`src/drt_pkg.sv`:
```
// ----------------------------------------------------------------------------
// Repetend finder package
// Shared constants and the command and status words that join the
// controller to the datapath.
// ----------------------------------------------------------------------------
package drt_pkg;

  localparam int DefMaxDenominator = 64;
  localparam int NumW              = 6;
  localparam int DenW              = 7;
  localparam int DigitW            = 4;
  localparam int LenW              = 6;
  localparam int Radix             = 10;
  localparam int QBits             = 4;
  localparam int StepW             = $clog2(QBits);

  typedef struct packed {
    logic load_item;
    logic clr_step;
    logic rd_pos;
    logic wr_pos;
    logic div_start;
    logic div_step;
    logic emit_init;
    logic rd_digit;
    logic emit_load;
    logic res_load;
    logic res_bad;
  } drt_cmd_t;

  typedef struct packed {
    logic item_bad;
    logic num_zero;
    logic clr_last;
    logic pos_hit;
    logic div_last;
    logic div_end;
    logic emit_last;
    logic out_free;
  } drt_sts_t;

endpackage

```
`src/drt_datapath.sv`:
```
// ----------------------------------------------------------------------------
// Repetend finder datapath
// Holds the remainder, the digit divider, the position and digit memories,
// and the output register.
// ----------------------------------------------------------------------------
module drt_datapath import drt_pkg::*; #(
  parameter int MaxDenominator = DefMaxDenominator
) (
  input  logic              clk_i,
  input  logic              rst_ni,
  input  drt_cmd_t          cmd_i,
  output drt_sts_t          sts_o,
  input  logic [NumW-1:0]   numerator_i,
  input  logic [DenW-1:0]   denominator_i,
  output logic              out_valid_o,
  input  logic              out_ready_i,
  output logic [DigitW-1:0] digit_o,
  output logic [LenW-1:0]   cycle_length_o,
  output logic              terminates_o,
  output logic              bad_input_o,
  output logic              last_o
);

  localparam int RemW = $clog2(MaxDenominator);
  localparam int CntW = $clog2(MaxDenominator + 1);
  localparam int AccW = $clog2(Radix * MaxDenominator);

  logic [DenW-1:0]   den_q;
  logic [RemW-1:0]   rem_q;
  logic [CntW-1:0]   count_q;
  logic [RemW-1:0]   clr_idx_q;
  logic [AccW-1:0]   acc_q;
  logic [AccW-1:0]   acc_d;
  logic [AccW-1:0]   shifted_den;
  logic              acc_ge;
  logic [QBits-1:0]  quo_q;
  logic [QBits-1:0]  quo_d;
  logic [StepW-1:0]  step_q;
  logic [CntW-1:0]   pos_rd_q;
  logic [DigitW-1:0] dig_rd_q;
  logic [RemW-1:0]   emit_idx_q;
  logic [CntW-1:0]   emit_cnt_q;
  logic [CntW-1:0]   len_q;
  logic              out_valid_q;
  logic [DigitW-1:0] digit_q;
  logic [LenW-1:0]   out_len_q;
  logic              term_q;
  logic              bad_q;
  logic              last_q;
  logic              pos_we;
  logic [RemW-1:0]   pos_wa;
  logic [CntW-1:0]   pos_wd;

  logic [CntW-1:0]   pos_mem [MaxDenominator];
  logic [DigitW-1:0] dig_mem [MaxDenominator];

  assign shifted_den = AccW'(den_q) << step_q;
  assign acc_ge      = acc_q >= shifted_den;
  assign acc_d       = acc_ge ? acc_q - shifted_den : acc_q;
  assign quo_d       = quo_q | (QBits'(acc_ge) << step_q);

  assign sts_o.item_bad  = (denominator_i == '0)
                        || (32'(denominator_i) > 32'(MaxDenominator))
                        || (DenW'(numerator_i) >= denominator_i);
  assign sts_o.num_zero  = numerator_i == '0;
  assign sts_o.clr_last  = 32'(clr_idx_q) + 32'd1 == 32'(den_q);
  assign sts_o.pos_hit   = pos_rd_q != '0;
  assign sts_o.div_last  = step_q == '0;
  assign sts_o.div_end   = (acc_d == '0) || (32'(count_q) + 32'd1 == 32'(MaxDenominator));
  assign sts_o.emit_last = emit_cnt_q == CntW'(1);
  assign sts_o.out_free  = !out_valid_q || out_ready_i;

  always_ff @(posedge clk_i or negedge rst_ni) begin
    if (!rst_ni) begin
      rem_q     <= '0;
      count_q   <= '0;
      clr_idx_q <= '0;
    end else begin
      if (cmd_i.load_item) begin
        rem_q     <= RemW'(numerator_i);
        count_q   <= '0;
        clr_idx_q <= '0;
      end
      if (cmd_i.clr_step) begin
        clr_idx_q <= clr_idx_q + 1'b1;
      end
      if (cmd_i.div_step && step_q == '0) begin
        rem_q   <= RemW'(acc_d);
        count_q <= count_q + 1'b1;
      end
    end
  end

  always_ff @(posedge clk_i) begin
    if (cmd_i.load_item) begin
      den_q <= denominator_i;
    end
    if (cmd_i.div_start) begin
      acc_q  <= AccW'(rem_q) * AccW'(Radix);
      quo_q  <= '0;
      step_q <= StepW'(QBits - 1);
    end else if (cmd_i.div_step) begin
      acc_q  <= acc_d;
      quo_q  <= quo_d;
      step_q <= step_q - 1'b1;
    end
    if (cmd_i.emit_init) begin
      emit_idx_q <= RemW'(pos_rd_q - 1'b1);
      emit_cnt_q <= CntW'(count_q - pos_rd_q + 1'b1);
      len_q      <= CntW'(count_q - pos_rd_q + 1'b1);
    end else if (cmd_i.emit_load) begin
      emit_idx_q <= emit_idx_q + 1'b1;
      emit_cnt_q <= emit_cnt_q - 1'b1;
    end
  end

  always_comb begin
    pos_we = cmd_i.clr_step || cmd_i.wr_pos;
    pos_wa = cmd_i.clr_step ? clr_idx_q : rem_q;
    pos_wd = cmd_i.clr_step ? '0 : CntW'(count_q + 1'b1);
  end

  always_ff @(posedge clk_i) begin
    if (pos_we) begin
      pos_mem[pos_wa] <= pos_wd;
    end
    if (cmd_i.rd_pos) begin
      pos_rd_q <= pos_mem[rem_q];
    end
  end

  always_ff @(posedge clk_i) begin
    if (cmd_i.div_step && step_q == '0) begin
      dig_mem[count_q[RemW-1:0]] <= DigitW'(quo_d);
    end
    if (cmd_i.rd_digit) begin
      dig_rd_q <= dig_mem[emit_idx_q];
    end
  end

  always_ff @(posedge clk_i or negedge rst_ni) begin
    if (!rst_ni) begin
      out_valid_q <= 1'b0;
    end else if (cmd_i.emit_load || cmd_i.res_load) begin
      out_valid_q <= 1'b1;
    end else if (out_ready_i) begin
      out_valid_q <= 1'b0;
    end
  end

  always_ff @(posedge clk_i) begin
    if (cmd_i.emit_load) begin
      digit_q   <= dig_rd_q;
      out_len_q <= LenW'(len_q);
      term_q    <= 1'b0;
      bad_q     <= 1'b0;
      last_q    <= emit_cnt_q == CntW'(1);
    end else if (cmd_i.res_load) begin
      digit_q   <= '0;
      out_len_q <= '0;
      term_q    <= !cmd_i.res_bad;
      bad_q     <= cmd_i.res_bad;
      last_q    <= 1'b1;
    end
  end

  assign out_valid_o    = out_valid_q;
  assign digit_o        = digit_q;
  assign cycle_length_o = out_len_q;
  assign terminates_o   = term_q;
  assign bad_input_o    = bad_q;
  assign last_o         = last_q;

  // A new word never overwrites one that is still waiting.
  a_load_free: assert property (@(posedge clk_i) disable iff (!rst_ni)
    (cmd_i.emit_load || cmd_i.res_load) |-> (!out_valid_q || out_ready_i))
    else $error("output register overwritten");

  // Emission never runs past the cycle length.
  a_emit_cnt: assert property (@(posedge clk_i) disable iff (!rst_ni)
    cmd_i.emit_load |-> emit_cnt_q != '0)
    else $error("emission count underflow");

  // A digit division only starts from a nonzero remainder.
  a_div_rem: assert property (@(posedge clk_i) disable iff (!rst_ni)
    cmd_i.div_start |-> rem_q != '0)
    else $error("division started on zero remainder");

endmodule

```
`src/drt_ctrl.sv`:
```
// ----------------------------------------------------------------------------
// Repetend finder controller
// Sequences clearing, long division, cycle detection and digit emission.
// ----------------------------------------------------------------------------
module drt_ctrl import drt_pkg::*; (
  input  logic     clk_i,
  input  logic     rst_ni,
  input  logic     in_valid_i,
  output logic     in_ready_o,
  input  drt_sts_t sts_i,
  output drt_cmd_t cmd_o
);

  localparam logic [2:0] S_IDLE  = 3'd0;
  localparam logic [2:0] S_CLEAR = 3'd1;
  localparam logic [2:0] S_LOOK  = 3'd2;
  localparam logic [2:0] S_CHECK = 3'd3;
  localparam logic [2:0] S_DIV   = 3'd4;
  localparam logic [2:0] S_EMRD  = 3'd5;
  localparam logic [2:0] S_EMOUT = 3'd6;
  localparam logic [2:0] S_RES   = 3'd7;

  logic [2:0] state_q;
  logic [2:0] state_d;
  logic       bad_q;
  logic       bad_d;

  assign in_ready_o = state_q == S_IDLE;

  always_comb begin
    state_d = state_q;
    bad_d   = bad_q;
    cmd_o   = '0;
    unique case (state_q)
      S_IDLE: begin
        if (in_valid_i) begin
          cmd_o.load_item = 1'b1;
          bad_d           = sts_i.item_bad;
          if (sts_i.item_bad || sts_i.num_zero) begin
            state_d = S_RES;
          end else begin
            state_d = S_CLEAR;
          end
        end
      end
      S_CLEAR: begin
        cmd_o.clr_step = 1'b1;
        if (sts_i.clr_last) begin
          state_d = S_LOOK;
        end
      end
      S_LOOK: begin
        cmd_o.rd_pos = 1'b1;
        state_d      = S_CHECK;
      end
      S_CHECK: begin
        if (sts_i.pos_hit) begin
          cmd_o.emit_init = 1'b1;
          state_d         = S_EMRD;
        end else begin
          cmd_o.wr_pos    = 1'b1;
          cmd_o.div_start = 1'b1;
          state_d         = S_DIV;
        end
      end
      S_DIV: begin
        cmd_o.div_step = 1'b1;
        if (sts_i.div_last) begin
          state_d = sts_i.div_end ? S_RES : S_LOOK;
        end
      end
      S_EMRD: begin
        cmd_o.rd_digit = 1'b1;
        state_d        = S_EMOUT;
      end
      S_EMOUT: begin
        if (sts_i.out_free) begin
          cmd_o.emit_load = 1'b1;
          if (sts_i.emit_last) begin
            state_d = S_IDLE;
          end else begin
            state_d = S_EMRD;
          end
        end
      end
      S_RES: begin
        cmd_o.res_bad = bad_q;
        if (sts_i.out_free) begin
          cmd_o.res_load = 1'b1;
          state_d        = S_IDLE;
        end
      end
      default: begin
        state_d = S_IDLE;
      end
    endcase
  end

  always_ff @(posedge clk_i or negedge rst_ni) begin
    if (!rst_ni) begin
      state_q <= S_IDLE;
      bad_q   <= 1'b0;
    end else begin
      state_q <= state_d;
      bad_q   <= bad_d;
    end
  end

  // A rejected fraction goes straight to its single result.
  a_bad_to_res: assert property (@(posedge clk_i) disable iff (!rst_ni)
    (in_valid_i && in_ready_o && sts_i.item_bad) |=> (state_q == S_RES && bad_q))
    else $error("bad input not reported");

  // A remainder lookup is always followed by its check.
  a_look_check: assert property (@(posedge clk_i) disable iff (!rst_ni)
    (state_q == S_LOOK) |=> (state_q == S_CHECK))
    else $error("lookup not followed by check");

endmodule

```
`src/decimal_repetend_finder.sv`:
```
// Sequence: accept the fraction, clear the position table, then for each
// quotient digit a lookup, a check and four divider steps; a last lookup and
// check find the repeat, then each cycle digit is read and emitted while the
// output is ready; single results load once the output register is free.
// Throughput: one fraction at a time, bounded by the 1-bit-per-cycle divider.
// Reset: asynchronous, active low; returns to idle with the output empty.
// ----------------------------------------------------------------------------
// Decimal repetend finder
// Finds the repeating cycle of a proper fraction by long division and
// streams its digits, or reports a terminating or rejected fraction.
// ----------------------------------------------------------------------------
module decimal_repetend_finder import drt_pkg::*; #(
  parameter int MaxDenominator = DefMaxDenominator
) (
  input  logic              clk_i,
  input  logic              rst_ni,
  input  logic              in_valid_i,
  output logic              in_ready_o,
  input  logic [NumW-1:0]   numerator_i,
  input  logic [DenW-1:0]   denominator_i,
  output logic              out_valid_o,
  input  logic              out_ready_i,
  output logic [DigitW-1:0] digit_o,
  output logic [LenW-1:0]   cycle_length_o,
  output logic              terminates_o,
  output logic              bad_input_o,
  output logic              last_o
);

  drt_cmd_t cmd;
  drt_sts_t sts;

  drt_ctrl u_ctrl (
    .clk_i      (clk_i),
    .rst_ni     (rst_ni),
    .in_valid_i (in_valid_i),
    .in_ready_o (in_ready_o),
    .sts_i      (sts),
    .cmd_o      (cmd)
  );

  drt_datapath #(
    .MaxDenominator (MaxDenominator)
  ) u_datapath (
    .clk_i          (clk_i),
    .rst_ni         (rst_ni),
    .cmd_i          (cmd),
    .sts_o          (sts),
    .numerator_i    (numerator_i),
    .denominator_i  (denominator_i),
    .out_valid_o    (out_valid_o),
    .out_ready_i    (out_ready_i),
    .digit_o        (digit_o),
    .cycle_length_o (cycle_length_o),
    .terminates_o   (terminates_o),
    .bad_input_o    (bad_input_o),
    .last_o         (last_o)
  );

endmodule
```
`config.mk`:
```
export PLATFORM = sky130hd
export DESIGN_NAME = decimal_repetend_finder
export DESIGN_NICKNAME = d
export VERILOG_FILES = /design/src/drt_pkg.sv /design/src/drt_datapath.sv /design/src/drt_ctrl.sv /design/src/decimal_repetend_finder.sv
export SDC_FILE = /design/constraint.sdc
export NUM_CORES = 1
export LEC_CHECK = 0
export ABC_AREA = 1
export BUFFER_PORTS_ARGS = -buffer_cell sky130_fd_sc_hd__clkbuf_2
export CORE_ASPECT_RATIO = 0.6
export CORE_MARGIN = 3
export CORE_UTILIZATION = 50
export DETAILED_ROUTE_END_ITERATION = 6
export PLACE_DENSITY = 0.65
export SYNTH_ARGS = -nofsm -noshare
export SYNTH_HDL_FRONTEND = slang
export SYNTH_SLANG_ARGS = --single-unit
export TNS_END_PERCENT = 20
```
`constraint.sdc`:
```
create_clock -name clk_i -period 9.8 [get_ports clk_i]
set_clock_uncertainty 0.2 [all_clocks]
set_input_delay 0.98 -clock clk_i [delete_from_list [all_inputs] [get_ports clk_i]]
set_output_delay 0.98 -clock clk_i [all_outputs]
set_load 0.05 [all_outputs]
```
## After elaboration in Yosys (flattened, before gate mapping)

Memory sizes are Yosys's and may differ from the RTL's. A register that Yosys moved wholly into a read port is not among the register bits.
Cells that the tools add are included.
W data, S select, Z words.

| word-level totals | value |
|---|---|
| memories | 2 |
| bits in writable memories | 704 |
| output and inout port bits | 15 |
| flip-flop bits (word level) | 79 |
| word-level logic and storage cells | 128 |

Memories:

| name | words | width | read ports | clocked after Yosys merged registers in | write ports | line | text |
|---|---|---|---|---|---|---|---|
| u_datapath.pos_mem | 64 | 7 | 1 | 1 | 1 | drt_datapath.sv:54 | `logic [CntW-1:0] pos_mem [MaxDenominator];` |
| u_datapath.dig_mem | 64 | 4 | 1 | 1 | 1 | drt_datapath.sv:55 | `logic [DigitW-1:0] dig_mem [MaxDenominator];` |

| cells by class | value |
|---|---|
| add/sub/neg operators | 11 |
| muxes and demuxes | 50 |
| bitwise gates (word level) | 1 |
| multiply operators | 1 |
| shift operators | 2 |
| $lt $le $gt $ge | 3 |
| reductions and logical operators | 24 |
| equality and inequality tests | 15 |

Operators by type and width:

| operator | number |
|---|---|
| $mux W6 | 9 |
| $mux W7 | 5 |
| $eq A32 B7 Y1 | 1 |
| $eq A32 B7 Y1 const B | 1 |
| $mux W10 | 3 |
| $mux W3 | 8 |
| $pmux W3 S8 | 1 |
| $mux W1 | 19 |
| $add A7 B1 Y7 const B | 2 |
| $add A6 B1 Y6 const B | 2 |
| $eq A3 B3 Y1 const B | 4 |
| $reduce_bool A2 Y1 | 6 |
| $ge A10 B10 Y1 | 1 |
| $logic_not A10 Y1 | 1 |
| $ne A2 B2 Y1 const B | 5 |
| $shl A7 B2 Y10 | 1 |
| $sub A10 B10 Y10 | 1 |
| $mul A6 B3 Y9 const B | 1 |
| $add A7 B1 Y8 const B | 1 |
| $mux W4 | 2 |
| $add A6 B1 Y7 const B | 1 |
| $eq A7 B1 Y1 const B | 1 |
| $ge A6 B7 Y1 | 1 |
| $gt A7 B7 Y1 const B | 1 |
| other kinds (19) | 29 |

## Logic depth before layout (Yosys ltp)

| depth | value |
|---|---|
| depth after elaboration | 8 |
| gate-level depth with buffers | 23 |
| gate-level depth less buffers | 22 |

## Hierarchy

Synthesis repeated with hierarchy kept, for this count alone.

| second synthesis, totals | value |
|---|---|
| cells, all modules | 3013 |
| area, all modules | 34419.3 um^2 |

By module, submodules not included:

| module | instances | area each (um^2) | cells an instance |
|---|---|---|---|
| drt_datapath | 1 | 34021.4 | 2948 |
| drt_ctrl | 1 | 397.9 | 65 |

## Worst setup path before layout

No wires, ideal clock.

| timing | value |
|---|---|
| path kind | register -> register |
| start point | reg u_datapath.step_q[0] |
| end point | mem u_datapath.dig_mem[0][0], data pin |
| path buffers | 2 |
| period minus slack after synthesis | 4372 ps |
| data required time | 9063 ps |
| cell stages (with the launch flop) | 12 |
| setup slack | 5428 ps |
| arrival | 3635 ps |
| cells stage by stage | dfxtp_1 -> clkbuf_1 -> o21ai_0 -> or2_2 -> ha_1 -> nand2_1 -> nor2_1 -> nand2_1 -> nand2_2 -> buf_6 -> nand2_1 -> o21bai_1 |

| on the way | value |
|---|---|
| longest elaborated chain between the ends | 4 |

Ends and longest elaborated chain:

| item | line | text |
|---|---|---|
| from (decl) | drt_datapath.sv:38 | `logic [StepW-1:0] step_q;` |
| from (signal assigned) | drt_datapath.sv:101 | `step_q <= StepW'(QBits - 1);` |
| from (signal assigned) | drt_datapath.sv:105 | `step_q <= step_q - 1'b1;` |
| $shl A7 B2 Y10 | drt_datapath.sv:57 | `assign shifted_den = AccW'(den_q) << step_q;` |
| $ge A10 B10 Y1 | drt_datapath.sv:58 | `assign acc_ge = acc_q >= shifted_den;` |
| $shl A1 B2 Y4 (*) | drt_datapath.sv:60 | `assign quo_d = quo_q \| (QBits'(acc_ge) << step_q);` |
| $or A4 B4 Y4 (*) | drt_datapath.sv:60 |  |
| named net u_datapath.quo_d[0] | drt_datapath.sv:37 | `logic [QBits-1:0] quo_d;` |
| to (decl) | drt_datapath.sv:55 |  |

The timed path passes the listed nets; every way through them passes the cells marked *.

==> flow_summary.yaml <==
status:
  result_of_the_run: "finished with violations"
  failed_checks: "design-rule violations"
floorplanning:
  ioPinCount: 32
  die-area_mm2: 0.0708
  number_of_standard_cell_rows_in_the_floorplan: 73
  standard_cell_core_area_mm2: 0.0665
  die-height_um: 207
  floorplan.initialDensity: 0.508
  fp.dieW_um: 342
critical_path:
  worst_r2r_endpoint: "u_datapath.pos_rd_q[3]$_DFFE_PP_"
  timing.rr.start: "u_datapath.rem_q[0]$_DFFE_PN0P_"
  worst_ep_arrival_time_ns: 4.64
  reg2regPathDepth: 8
  cp_common_cell: "buf_4"
  critPathTopFamily: "buffers and inverters"
  timing.setup.critical_path_class: "register to register"
  cp_data_required_time_ns: 10.09
  register_to_register_setup_slack_ns: 5.44
  critical_path_buf_inv_count: 2
  timing.critical_path.slowest_cell_delay_ns: 0.78
  critical_path_peak_fanout: 90
  cp_cell_sequence: "buf_4, buf_4, o21ai_0, o22ai_1, nor2_1, o32ai_1, o211ai_1, nand2_1"
  crit_slowest_cell: "dfrtp_4"
  crit_path_end_kind: "register"
  critical_path.startpoint_type: "register"
global_routing:
  vias_in_the_first_global_route: 21700
  overflow: 0
  grt_pass1_wl_um: 135000
  antenna_violations_before_repair: 1
  pin_count_of_the_biggest_net_entering_global_routing: 116
  globalRouteTotalUtil: 0.251
cts:
  cts_made_buffers: 75
  post-cts-setup-buffer-count: 0
  tritoncts_num_sinks: 794
  cts_tree: "built"
  postCtsResizedCells: 0
  clock_tree.root_cell: "clkbuf_16"
  worst_case_clock_buffer_depth: 3
  hold_buffers: 0
  clkTransAtPathRegs_ns: 0.07
  clk-insertion-delay-late_ns: 0.64
  cts-htree-levels: 3
timing:
  timing_worst_slew_pin_value_ns: 1.21
  fmax_mhz: 230
  final_period_minus_worst_setup_slack_ns: 4.36
  timing_max_transition_violations_final: 0
  fin_setup_tns_ns: 0
  hold_viol: 0
  grt_setup_unrepaired: "false"
  holdWs_ns: 0.196
  timing.max_slew.rel_slack: 0.186
  setup_violations: 0
  final.setup.worst_slack_ns: 5.44
  finalCritPeriodShare: 0.444
finish:
  nets: 2887
  area_added_between_synthesis_and_finish_pct: 9.86
  post_route_cells_drive_above_1_share: 0.0756
  insertedDiodeCount: 0
route:
  drt_pre_antenna_iters: 7
  wl_per_cell_um: 23.7
  ant_nets: 0
  vias_per_cell: 6.13
  detail_route.drc_violations: 6
  via_count: 23200
  routed_wl_um: 89700
  drtIter0Drc: 3160
flow_run:
  cap_viol_max_count: 0
place:
  detailedPlace.worstSlack_ns: 5.61
  post-dp-hpwl_um: 56000
  globalplace.congestion: 0.920
  portBuffers: 31
synthesis:
  post_synth.cell_area_avg_um2: 11.9
  mappedNetlistNets: 2909
  yosys_warnings: 0
  synth-seq-area-share: 0.700
  ys_seq_elements: 794
  synth_cell_types: 47
  instance_count_of_the_mapped_netlist: 2847
  mappedNetlistArea_mm2: 0.0338
power:
  power.leakage_uw: 0.0125
  total_power_uw: 12200
  ir_drop_uv: 207
  power_density_mw_per_mm2: 328
hold_path:
  min_path_type: "input port to asynchronous set/reset pin"
## synthesized netlist by cell type, drive strengths merged
cell type    n  share of area
or2          3        0.00056
xnor2       12         0.0031
and2         1        0.00019
dfxtp        9         0.0053
nand3       67          0.010
nand4       28         0.0065
and3         2        0.00037
a32o         1        0.00030
clkbuf     118          0.013
o22ai      178          0.033
nor2       609          0.068
a21oi       22         0.0034
fa           3         0.0018
inv        125          0.014
nor4         1        0.00019
o311ai       4         0.0010
ha          42          0.016
nand3b      10         0.0022
a31oi        5        0.00093
o21ai      447          0.067
edfxtp     761           0.68
o32ai        2        0.00052
a22o         1        0.00026
nand2      213          0.024
o21bai       8         0.0018
xor2        19         0.0049
mux2i        2        0.00059
a211oi       2        0.00044
dfrtp       24          0.018
o211a        5         0.0015
clkinv       3        0.00033
buf         43         0.0069
o211ai      22         0.0049
nor3        16         0.0027
o221ai      39          0.010
## worst max path at each step
| stage | startpoint | to | slack (ns) | cells after the start |
|---|---|---|---|---|
| floorplan | u_datapath.step_q[0]$_SDFFE_PP1P_ | u_datapath.dig_mem[0][0]$_DFFE_PP_ | 5.43 | 11 |
| global placement | u_datapath.rem_q[0]$_DFFE_PN0P_ | u_datapath.pos_rd_q[3]$_DFFE_PP_ | 5.71 | 8 |
| detailed placement | u_datapath.step_q[1]$_SDFFE_PP1P_ | u_datapath.dig_mem[44][0]$_DFFE_PP_ | 5.61 | 10 |
| CTS | u_datapath.step_q[1]$_SDFFE_PP1P_ | u_datapath.dig_mem[56][0]$_DFFE_PP_ | 5.57 | 10 |
| global route | u_datapath.rem_q[0]$_DFFE_PN0P_ | u_datapath.pos_rd_q[3]$_DFFE_PP_ | 5.23 | 8 |
| finish | u_datapath.rem_q[0]$_DFFE_PN0P_ | u_datapath.pos_rd_q[3]$_DFFE_PP_ | 5.44 | 8 |
## placed cells by master, fill, tap and decap left out, types with 6 or more instances in the layout
cell type / instances
edfxtp_1: 761
nor2_1: 597
o21ai_0: 442
nand2_1: 205
o22ai_1: 178
inv_1: 114
clkbuf_16: 78
nand3_1: 64
ha_1: 42
o221ai_1: 39
clkbuf_2: 31
buf_4: 31
nand4_1: 25
o211ai_1: 22
a21oi_1: 21
dfrtp_1: 21
clkinv_1: 20
xor2_1: 19
nor3_1: 15
clkbuf_1: 14
xnor2_1: 12
clkinv_2: 12
inv_2: 10
nand3b_1: 10
dfxtp_1: 9
nand2_2: 8
nor2_2: 7
bufinv_16: 6
## layout make-up
type	count	area, um2
Fill cell	5460	29400
Sequential cell	794	23600
Multi-Input combinational cell	1764	9070
Clock buffer	92	2000
Tap cell	900	1130
Inverter	128	485
Clock inverter	43	394
Timing Repair Buffer	62	388
## power by group
group          internal [uW]  switching [uW]
Combinational           1150            3470
Sequential              4440             223
Clock                   1620            1270
## cells by family (layout without fill, tap and decap cells)
kind of cell,after synthesis,in the layout,synth area share
AOI/OAI and AO/OA,736,736,0.125
and+or+nand+nor,950,950,0.116
muxes,2,2,0.000593
buffers and inverters,289,325,0.0342
DFF,794,794,0.700
adders and majority gates,45,45,0.0173
xor gates and xnor gates,31,31,0.00804
## layer usage
layer / global-route usage / routed length [um]
met5: 0 / 0
met4: 0.0493 / 1420
met3: 0.0925 / 12300
met2: 0.325 / 35300
met1: 0.400 / 40600
## registers in the layout, indices dropped and copies added, names as in the netlist, 7 cells and up
register and count:
u_datapath.acc_q 10, u_datapath.emit_cnt_q 7, u_datapath.den_q 7, u_datapath.dig_mem 256, u_datapath.pos_mem 448, u_datapath.pos_rd_q 7, u_datapath.count_q 7
## worst register-to-register path, cell delays in order (launching register included)
cell	delay [ns]
dfrtp_4	0.78
buf_4	0.80
buf_4	0.81
o21ai_0	0.27
o22ai_1	0.26
nor2_1	0.08
o32ai_1	0.67
o211ai_1	0.19
nand2_1	0.16
## through the flow
stage,cells,area [um2],utilization
after floorplan,2847,33800,-
after global placement,3648,34700,0.522
after detailed placement,3648,34700,0.522
after CTS,3783,37100,0.558
after global routing,3783,37100,0.558
final,3783,37100,0.558
Note: power is estimated with default switching activity, not from simulation.
